<file path="src/rtl/core/crd_pkg.sv">
package crd_pkg;

   // record layout, counted from the first byte after the version byte
   localparam logic [6:0] FixedLast = 7'd105;
   localparam logic [6:0] CtlenAt   = 7'd20;
   localparam logic [6:0] CtlenEnd  = 7'd24;
   localparam logic [6:0] HashAt    = 7'd72;
   localparam logic [6:0] HashEnd   = 7'd104;
   localparam logic [6:0] SiglenAt  = 7'd104;
   localparam logic [6:0] SiglenEnd = 7'd106;
   localparam logic [6:0] MagicLast = 7'd3;
   localparam logic [7:0] RecVersion = 8'd2;
   localparam logic [1:0] LastWord  = 2'd3;

   typedef enum logic [3:0] {
      PH_MAGIC   = 4'b0001,
      PH_VERSION = 4'b0010,
      PH_FIXED   = 4'b0100,
      PH_SKIP    = 4'b1000
   } phase_type;

   typedef logic [3:0][63:0] hash_type;

   // what the log end hands to the output stage
   typedef struct packed {
      hash_type    hash;
      logic        halted;
      logic [31:0] count;
   } snap_type;

   function automatic logic [7:0] magic_byte(input logic [1:0] idx);
      logic [7:0] b;
      case (idx)
         2'd0:    b = 8'h48;  // 'H'
         2'd1:    b = 8'h45;  // 'E'
         2'd2:    b = 8'h53;  // 'S'
         default: b = 8'h32;  // '2'
      endcase
      return b;
   endfunction

endpackage

</file>
<file path="src/rtl/core/chained_record_deframer.sv">
// chained record deframer: takes a chained log one byte per req beat, checks each record's
// magic and version, captures the 32-byte record hash from the fixed part and skips the
// signature and ciphertext bytes that follow. a byte beat is taken every cycle with no
// gaps; the byte is folded into the parse state in the same cycle it is accepted. a beat
// with req_tlast set ends the log (its byte, if req_tuser marks one present, is parsed
// first) and produces four rsp beats carrying the latest hash, word 0 first, big-endian
// bytes. the four words leave one per cycle, while rsp_tready is high, from a shift register
// that holds a snapshot of the finished log, so byte beats of the next log keep flowing while
// they drain; only a further end beat waits (req_tready low while req_tlast is set) until the
// last word has gone. the parser is back at its reset state right after the end beat, so the
// next log may start at once.
module chained_record_deframer (
   input  logic         clock,
   input  logic         reset,
   // request stream
   input  logic         req_tvalid,
   output logic         req_tready,
   input  logic [7:0]   req_tdata,   // [7:0] data_byte
   input  logic         req_tuser,   // [0] byte_present
   input  logic         req_tlast,   // end_of_log
   // response stream
   output logic         rsp_tvalid,
   input  logic         rsp_tready,
   output logic [103:0] rsp_tdata,   // [63:0] hash_word, [64] stopped_early,
                                     // [96:65] record_count, [103:97] zero
   output logic [1:0]   rsp_tuser,   // [1:0] word_index
   output logic         rsp_tlast    // last_word
);
   import crd_pkg::*;

   logic        req_take;
   logic        rsp_take;
   logic        end_take;
   snap_type    snap;

   // output stage: snapshot of the finished log, drained one word per beat
   logic        busy_ff,   busy_in;
   logic [1:0]  idx_ff,    idx_in;
   hash_type    words_ff,  words_in;
   logic        halted_ff, halted_in;
   logic [31:0] count_ff,  count_in;

   // byte beats pass while draining, an end beat needs the output stage free
   assign req_tready = !busy_ff || !req_tlast;
   assign req_take   = req_tvalid && req_tready;
   assign end_take   = req_take && req_tlast;
   assign rsp_take   = rsp_tvalid && rsp_tready;

   crd_parser u_parser (
      .clock     (clock),
      .reset     (reset),
      .take      (req_take),
      .present   (req_tuser),
      .last_item (req_tlast),
      .data_byte (req_tdata),
      .snap      (snap)
   );

   always_comb begin
      busy_in   = busy_ff;
      idx_in    = idx_ff;
      words_in  = words_ff;
      halted_in = halted_ff;
      count_in  = count_ff;
      if (end_take) begin
         // log ended: latch hash and status, start with word 0
         busy_in   = 1'b1;
         idx_in    = '0;
         words_in  = snap.hash;
         halted_in = snap.halted;
         count_in  = snap.count;
      end else if (rsp_take) begin
         if (idx_ff == LastWord) begin
            busy_in = 1'b0;
         end else begin
            idx_in   = idx_ff + 2'd1;
            words_in = {64'd0, words_ff[3:1]};
         end
      end
   end

   always_ff @(posedge clock) begin
      if (reset) begin
         busy_ff <= 1'b0;
         idx_ff  <= '0;
      end else begin
         busy_ff <= busy_in;
         idx_ff  <= idx_in;
      end
   end

   // payload, no reset needed
   always_ff @(posedge clock) begin
      words_ff  <= words_in;
      halted_ff <= halted_in;
      count_ff  <= count_in;
   end

   assign rsp_tvalid = busy_ff;
   assign rsp_tdata  = {7'd0, count_ff, halted_ff, words_ff[0]};
   assign rsp_tuser  = idx_ff;
   assign rsp_tlast  = (idx_ff == LastWord);

   // no new end of log while a hash is still draining
   assert property (@(posedge clock) disable iff (reset)
      rsp_tvalid |-> !end_take)
      else $error("end of log taken while response pending");

   // end of log starts the drain at word 0
   assert property (@(posedge clock) disable iff (reset)
      end_take |=> rsp_tvalid && rsp_tuser == 2'd0)
      else $error("end of log did not start hash output at word 0");

   // words step by one per beat until the last
   assert property (@(posedge clock) disable iff (reset)
      rsp_take && !rsp_tlast |=> rsp_tvalid && rsp_tuser == $past(rsp_tuser) + 2'd1)
      else $error("hash word index did not advance");

   // status fields hold over all four words
   assert property (@(posedge clock) disable iff (reset)
      rsp_take && !rsp_tlast |=> $stable(rsp_tdata[96:64]))
      else $error("status changed within one hash output");

   // last word ends the drain
   assert property (@(posedge clock) disable iff (reset)
      rsp_take && rsp_tlast |=> !rsp_tvalid)
      else $error("response still valid after last word");

endmodule

</file>
<file path="src/rtl/core/crd_parser.sv">
module crd_parser (
   input  logic              clock,
   input  logic              reset,
   input  logic              take,
   input  logic              present,
   input  logic              last_item,
   input  logic [7:0]        data_byte,
   output crd_pkg::snap_type snap
);
   import crd_pkg::*;

   phase_type   phase_ff,   phase_in;
   logic [6:0]  pos_ff,     pos_in;
   logic [31:0] ctlen_ff,   ctlen_in;
   logic [15:0] siglen_ff,  siglen_in;
   logic [32:0] skip_ff,    skip_in;
   hash_type    pending_ff, pending_in;
   hash_type    latest_ff,  latest_in;
   logic        halted_ff,  halted_in;
   logic        bad_ff,     bad_in;
   logic [31:0] count_ff,   count_in;
   logic [6:0]  hash_off;
   logic [32:0] skip_dec;

   assign hash_off = pos_ff - HashAt;
   assign skip_dec = skip_ff - 33'd1;

   always_comb begin
      phase_in   = phase_ff;
      pos_in     = pos_ff;
      ctlen_in   = ctlen_ff;
      siglen_in  = siglen_ff;
      skip_in    = skip_ff;
      pending_in = pending_ff;
      latest_in  = latest_ff;
      halted_in  = halted_ff;
      bad_in     = bad_ff;
      count_in   = count_ff;
      if (present && !halted_ff) begin
         case (phase_ff)
            PH_MAGIC: begin
               bad_in = bad_ff | (data_byte != magic_byte(pos_ff[1:0]));
               pos_in = pos_ff + 7'd1;
               if (pos_ff == MagicLast) begin
                  pos_in = '0;
                  if (bad_in) begin
                     halted_in = 1'b1;
                  end else begin
                     phase_in = PH_VERSION;
                  end
                  bad_in = 1'b0;
               end
            end
            PH_VERSION: begin
               if (data_byte != RecVersion) begin
                  halted_in = 1'b1;
               end else begin
                  phase_in = PH_FIXED;
                  pos_in   = '0;
               end
            end
            PH_FIXED: begin
               if (pos_ff >= CtlenAt && pos_ff < CtlenEnd) begin
                  ctlen_in = {ctlen_ff[23:0], data_byte};
               end
               if (pos_ff >= HashAt && pos_ff < HashEnd) begin
                  pending_in[hash_off[4:3]] = {pending_ff[hash_off[4:3]][55:0], data_byte};
               end
               if (pos_ff >= SiglenAt && pos_ff < SiglenEnd) begin
                  siglen_in = {siglen_ff[7:0], data_byte};
               end
               pos_in = pos_ff + 7'd1;
               if (pos_ff == FixedLast) begin
                  // fixed part complete: commit the hash, then skip payload
                  latest_in = pending_in;
                  if (count_ff != '1) begin
                     count_in = count_ff + 32'd1;
                  end
                  skip_in  = {1'b0, ctlen_in} + {17'd0, siglen_in};
                  pos_in   = '0;
                  phase_in = (skip_in != '0) ? PH_SKIP : PH_MAGIC;
               end
            end
            PH_SKIP: begin
               skip_in = skip_dec;
               if (skip_dec == '0) begin
                  phase_in = PH_MAGIC;
                  pos_in   = '0;
               end
            end
            default: begin
               phase_in = PH_MAGIC;
            end
         endcase
      end
   end

   assign snap.hash   = latest_in;
   assign snap.halted = halted_in;
   assign snap.count  = count_in;

   always_ff @(posedge clock) begin
      if (reset || (take && last_item)) begin
         phase_ff   <= PH_MAGIC;
         pos_ff     <= '0;
         ctlen_ff   <= '0;
         siglen_ff  <= '0;
         skip_ff    <= '0;
         pending_ff <= '0;
         latest_ff  <= '0;
         halted_ff  <= 1'b0;
         bad_ff     <= 1'b0;
         count_ff   <= '0;
      end else if (take) begin
         phase_ff   <= phase_in;
         pos_ff     <= pos_in;
         ctlen_ff   <= ctlen_in;
         siglen_ff  <= siglen_in;
         skip_ff    <= skip_in;
         pending_ff <= pending_in;
         latest_ff  <= latest_in;
         halted_ff  <= halted_in;
         bad_ff     <= bad_in;
         count_ff   <= count_in;
      end
   end

endmodule

</file>
<file path="config.mk">
export PLATFORM = sky130hd
export DESIGN_NAME = chained_record_deframer
export DESIGN_NICKNAME = d
export VERILOG_FILES = /design/src/rtl/core/crd_pkg.sv /design/src/rtl/core/chained_record_deframer.sv /design/src/rtl/core/crd_parser.sv
export SDC_FILE = /design/constraint.sdc
export NUM_CORES = 2
export LEC_CHECK = 0
export ABC_AREA = 1
export BUFFER_PORTS_ARGS = -buffer_cell sky130_fd_sc_hd__buf_4
export CAP_MARGIN = 20
export CORE_MARGIN = 1
export CORE_UTILIZATION = 45
export DETAILED_ROUTE_END_ITERATION = 16
export PLACE_DENSITY = 0.67
export REMOVE_ABC_BUFFERS = 1
export SETUP_SLACK_MARGIN = 0.5
export SLEW_MARGIN = 20
export SYNTH_ARGS = -nofsm -noshare
export SYNTH_HDL_FRONTEND = slang
export SYNTH_SLANG_ARGS = --single-unit
</file>
<file path="constraint.sdc">
create_clock -name clock -period 11.4 [get_ports clock]
set_input_delay 2.85 -clock clock [delete_from_list [all_inputs] [get_ports clock]]
set_output_delay 2.85 -clock clock [all_outputs]
set_load 0.02 [all_outputs]
</file>
==> summary.md <==
| Metric | Value |
|---|---|
| F_max | `0.144 GHz` |
| WHS Endpoint | `u_parser.latest_ff[255]` |
| H-tree Lvls | `3` |
| Worst-skew pair later-pin latency | `690 ps` |
| Post-CTS sizing | `0` |
| Initial antenna violation count | `0` |
| Initial DRC count | `3,060` |
| P_leak | `20.7 nW` |
| Crit path max fanout | `123` |
| Number of buffers added on ports | `115` |
| Routed vias | `38.5k` |
| Hold WC Path Type | `flop to flop` |
| Final Hold Vio Count | `0` |
| Share of layout cells above drive strength 1 | `6.93%` |
| Largest cells by area after synthesis | `dfxtp_1, edfxtp_1, nand2_1` |
| Most common cell after layout, fill and taps aside | `nand2_1` |
| Setup_tns | `0 ps` |
| Hold_buf cts | `0` |
| Core box area | `100,000 µm²` |
| Postcts setup bufs | `0` |
| Worst VDD drop | `121 µV` |
| Setup-failing EPs final | `0` |
| GPL Wtd Cong | `0.881` |
| Nets | `5,820` |
| Hold Crit Depth | `2` |
| Crit Path Category | `input pin to flop` |
| Worst setup SP type | `input pin` |
| Post-route DRC | `0` |
| Area growth from synthesis to layout | `9.07%` |
| Register area share after synthesis | `47.0%` |
| Antenna diode count | `0` |
| # fillers | `9,607` |
| Worst-margin pin slew | `1080 ps` |
| Pwr dens | `150 nW/µm²` |
| Outcome | `finished clean` |
| Drt pass-1 iters | `9` |
| Die Span Y | `321 µm` |
| Die W | `321 µm` |
| Most frequent cells in the layout | `nand2_1, o21ai_0, dfxtp_1` |
| Site row count | `116` |
| Async set or reset register ratio after synthesis | `0%` |
| Clock buffer depth | `3` |
| # IOs | `123` |
| YS warnings | `0` |
| Syn avg cell area | `7.63 µm²` |
| Post-DRT Antenna Nets | `0` |
| Dpl hpwl | `65.3 mm` |
| Synth Instances | `5,999` |
| TritonCTS Buffers | `101` |
| Prevailing post-synth register cell | `dfxtp_1` |
| Final WL | `113 mm` |
| Initial core utilization | `45.5%` |
| Synth area leader | `dfxtp_1` |
| Clk_skew | `27.7 ps` |
| Largest net degree at the start of global routing | `206` |
| CP Data Required Time | `11,970 ps` |
| Critical Path AT | `7530 ps` |
| CTS tree | `done` |
| FF-to-FF Start | `u_parser.pos_ff[3]` |
| RSZ-0062 raised after global routing | `no` |
| Critical Path Source | `req_tlast` |
| Seq cells post-synth | `930` |
| Final count of pins violating max slew | `0` |
| Via/cell ratio | `5.34` |
| Die area | `103,000 µm²` |
| Synth Cell Area | `45,700 µm²` |
| Hold path start | `u_parser.latest_ff[255]` |
| Worst-case reg-to-reg path depth | `24` |
| Element type at the critical path end | `flop` |
| Final design utilization | `49.7%` |
| Distinct cells, synth | `54` |
| Vias in the first global route | `34.9k` |
| Post-synth EDFFs | `289` |
| Max cap viols | `0` |
| R2R Path End | `u_parser.phase_ff[3]` |
| CTS Sinks | `930` |
| Post-layout min period | `6960 ps` |
| Slew margin rel. | `28.2%` |
| Fin crit share | `61.1%` |
| CTS root buffer | `clkbuf_16` |
| Overflow left after global routing | `0` |
| DR WL/cell | `15.6 µm` |
| GRT Overall Usage | `21.4%` |
| Flop2flop setup slack | `6150 ps` |
| Clk slew on worst S/H paths | `60 ps` |
| First-pass GRT wire length | `183 mm` |
| Synth top area share | `28.1%` |
-- logic make-up after synthesis --
logic type | synth area share [%]
xor+xnor | 0.935
fa+ha+maj | 0.919
flops | 47.0
buf+inv | 9.83
mux | 0.700
simple gates | 18.1
compound gates | 22.5
other cells | 0.00820
-- final cells by class --
class                           count  area, µm²  share of cell area [%]
Clock buffer                      140       2880                    5.77
Sequential cell                   930      21500                    43.1
Inverter                          571       2170                    4.34
Multi-Input combinational cell   4013      19800                    39.7
Clock inverter                     51        568                    1.14
Tap cell                         1357       1700                    3.40
Timing Repair Buffer              156       1250                    2.51
-- metal layers --
| metal | vias to the layer above | wire, µm | global-route usage (%) |
|---|---|---|---|
| met2 | 901 | 51200 | 34.8 |
| met4 | 0 | 1880 | 5.33 |
| met1 | 17900 | 53700 | 30.0 |
| met3 | 131 | 5800 | 2.60 |
| met5 | - | 0 | 0 |
| li1 | 19600 | - | - |
-- power by group --
part	switching (mW)	leakage, nW	total [mW]	internal, mW
logic	0.322	11.0	0.460	0.139
clock network	1.40	1.69	3.38	1.98
registers	0.0574	8.02	3.63	3.57
total	1.78	20.7	7.46	5.68
-- worst max-delay path, cell delays in order --
cell and delay, ps:
buf_4 130, nand2_1 80, nand2_1 50, buf_4 260, inv_8 520, buf_4 790, buf_4 780, buf_4 800
buf_4 710, nand2_1 130, o211ai_1 130, inv_1 60
-- cell usage after synthesis, types with 38 or more instances --
library cell / n
inv_1: 554
a21oi_1: 422
a32o_1: 48
nor2_1: 296
o211ai_1: 263
buf_2: 49
o21ai_1: 166
dfxtp_1: 641
xor2_1: 38
o21ai_0: 905
edfxtp_1: 289
nand2_1: 1509
clkbuf_1: 305
nand3_1: 113
buf_4: 90
-- state kept, by name, summed over array words and instances, names as in the netlist, 2 cells and up --
signal and flops:
u_parser.pending_ff 256, rsp_tdata 64, rsp_tuser 2, u_parser.pos_ff 7
words_ff 192, u_parser.skip_ff 33, u_parser.latest_ff 256, u_parser.count_ff 32
u_parser.siglen_ff 16, u_parser.phase_ff 4, count_ff 32, u_parser.ctlen_ff 32
-- through the flow --
stage | std cells | setup WS (ps) | hold WS [ps] | total power [mW] | instance area (µm²)
2_1_floorplan | 5514 | -14990 | 445 | 4.05 | 43400
3_3_place_gp | 7026 | 3930 | 460 | 4.15 | 46400
3_5_place_dp | 7027 | 3830 | 462 | 4.16 | 46500
4_1_cts | 7218 | 4520 | 473 | 7.54 | 49900
5_1_grt | 7218 | 4060 | 487 | 7.74 | 49900
6_report | 7218 | 4440 | 470 | 7.46 | 49900
-- how the worst max path moves through the flow --
stage	endpoint	cells after the start
global placement	u_parser.latest_ff[245]	12
global route	u_parser.latest_ff[210]	12
floorplan	u_parser.ctlen_ff[16]	8
finish	u_parser.latest_ff[26]	12
CTS	u_parser.latest_ff[26]	12
detailed placement	u_parser.latest_ff[188]	12
(Power assumes the default switching activity.)
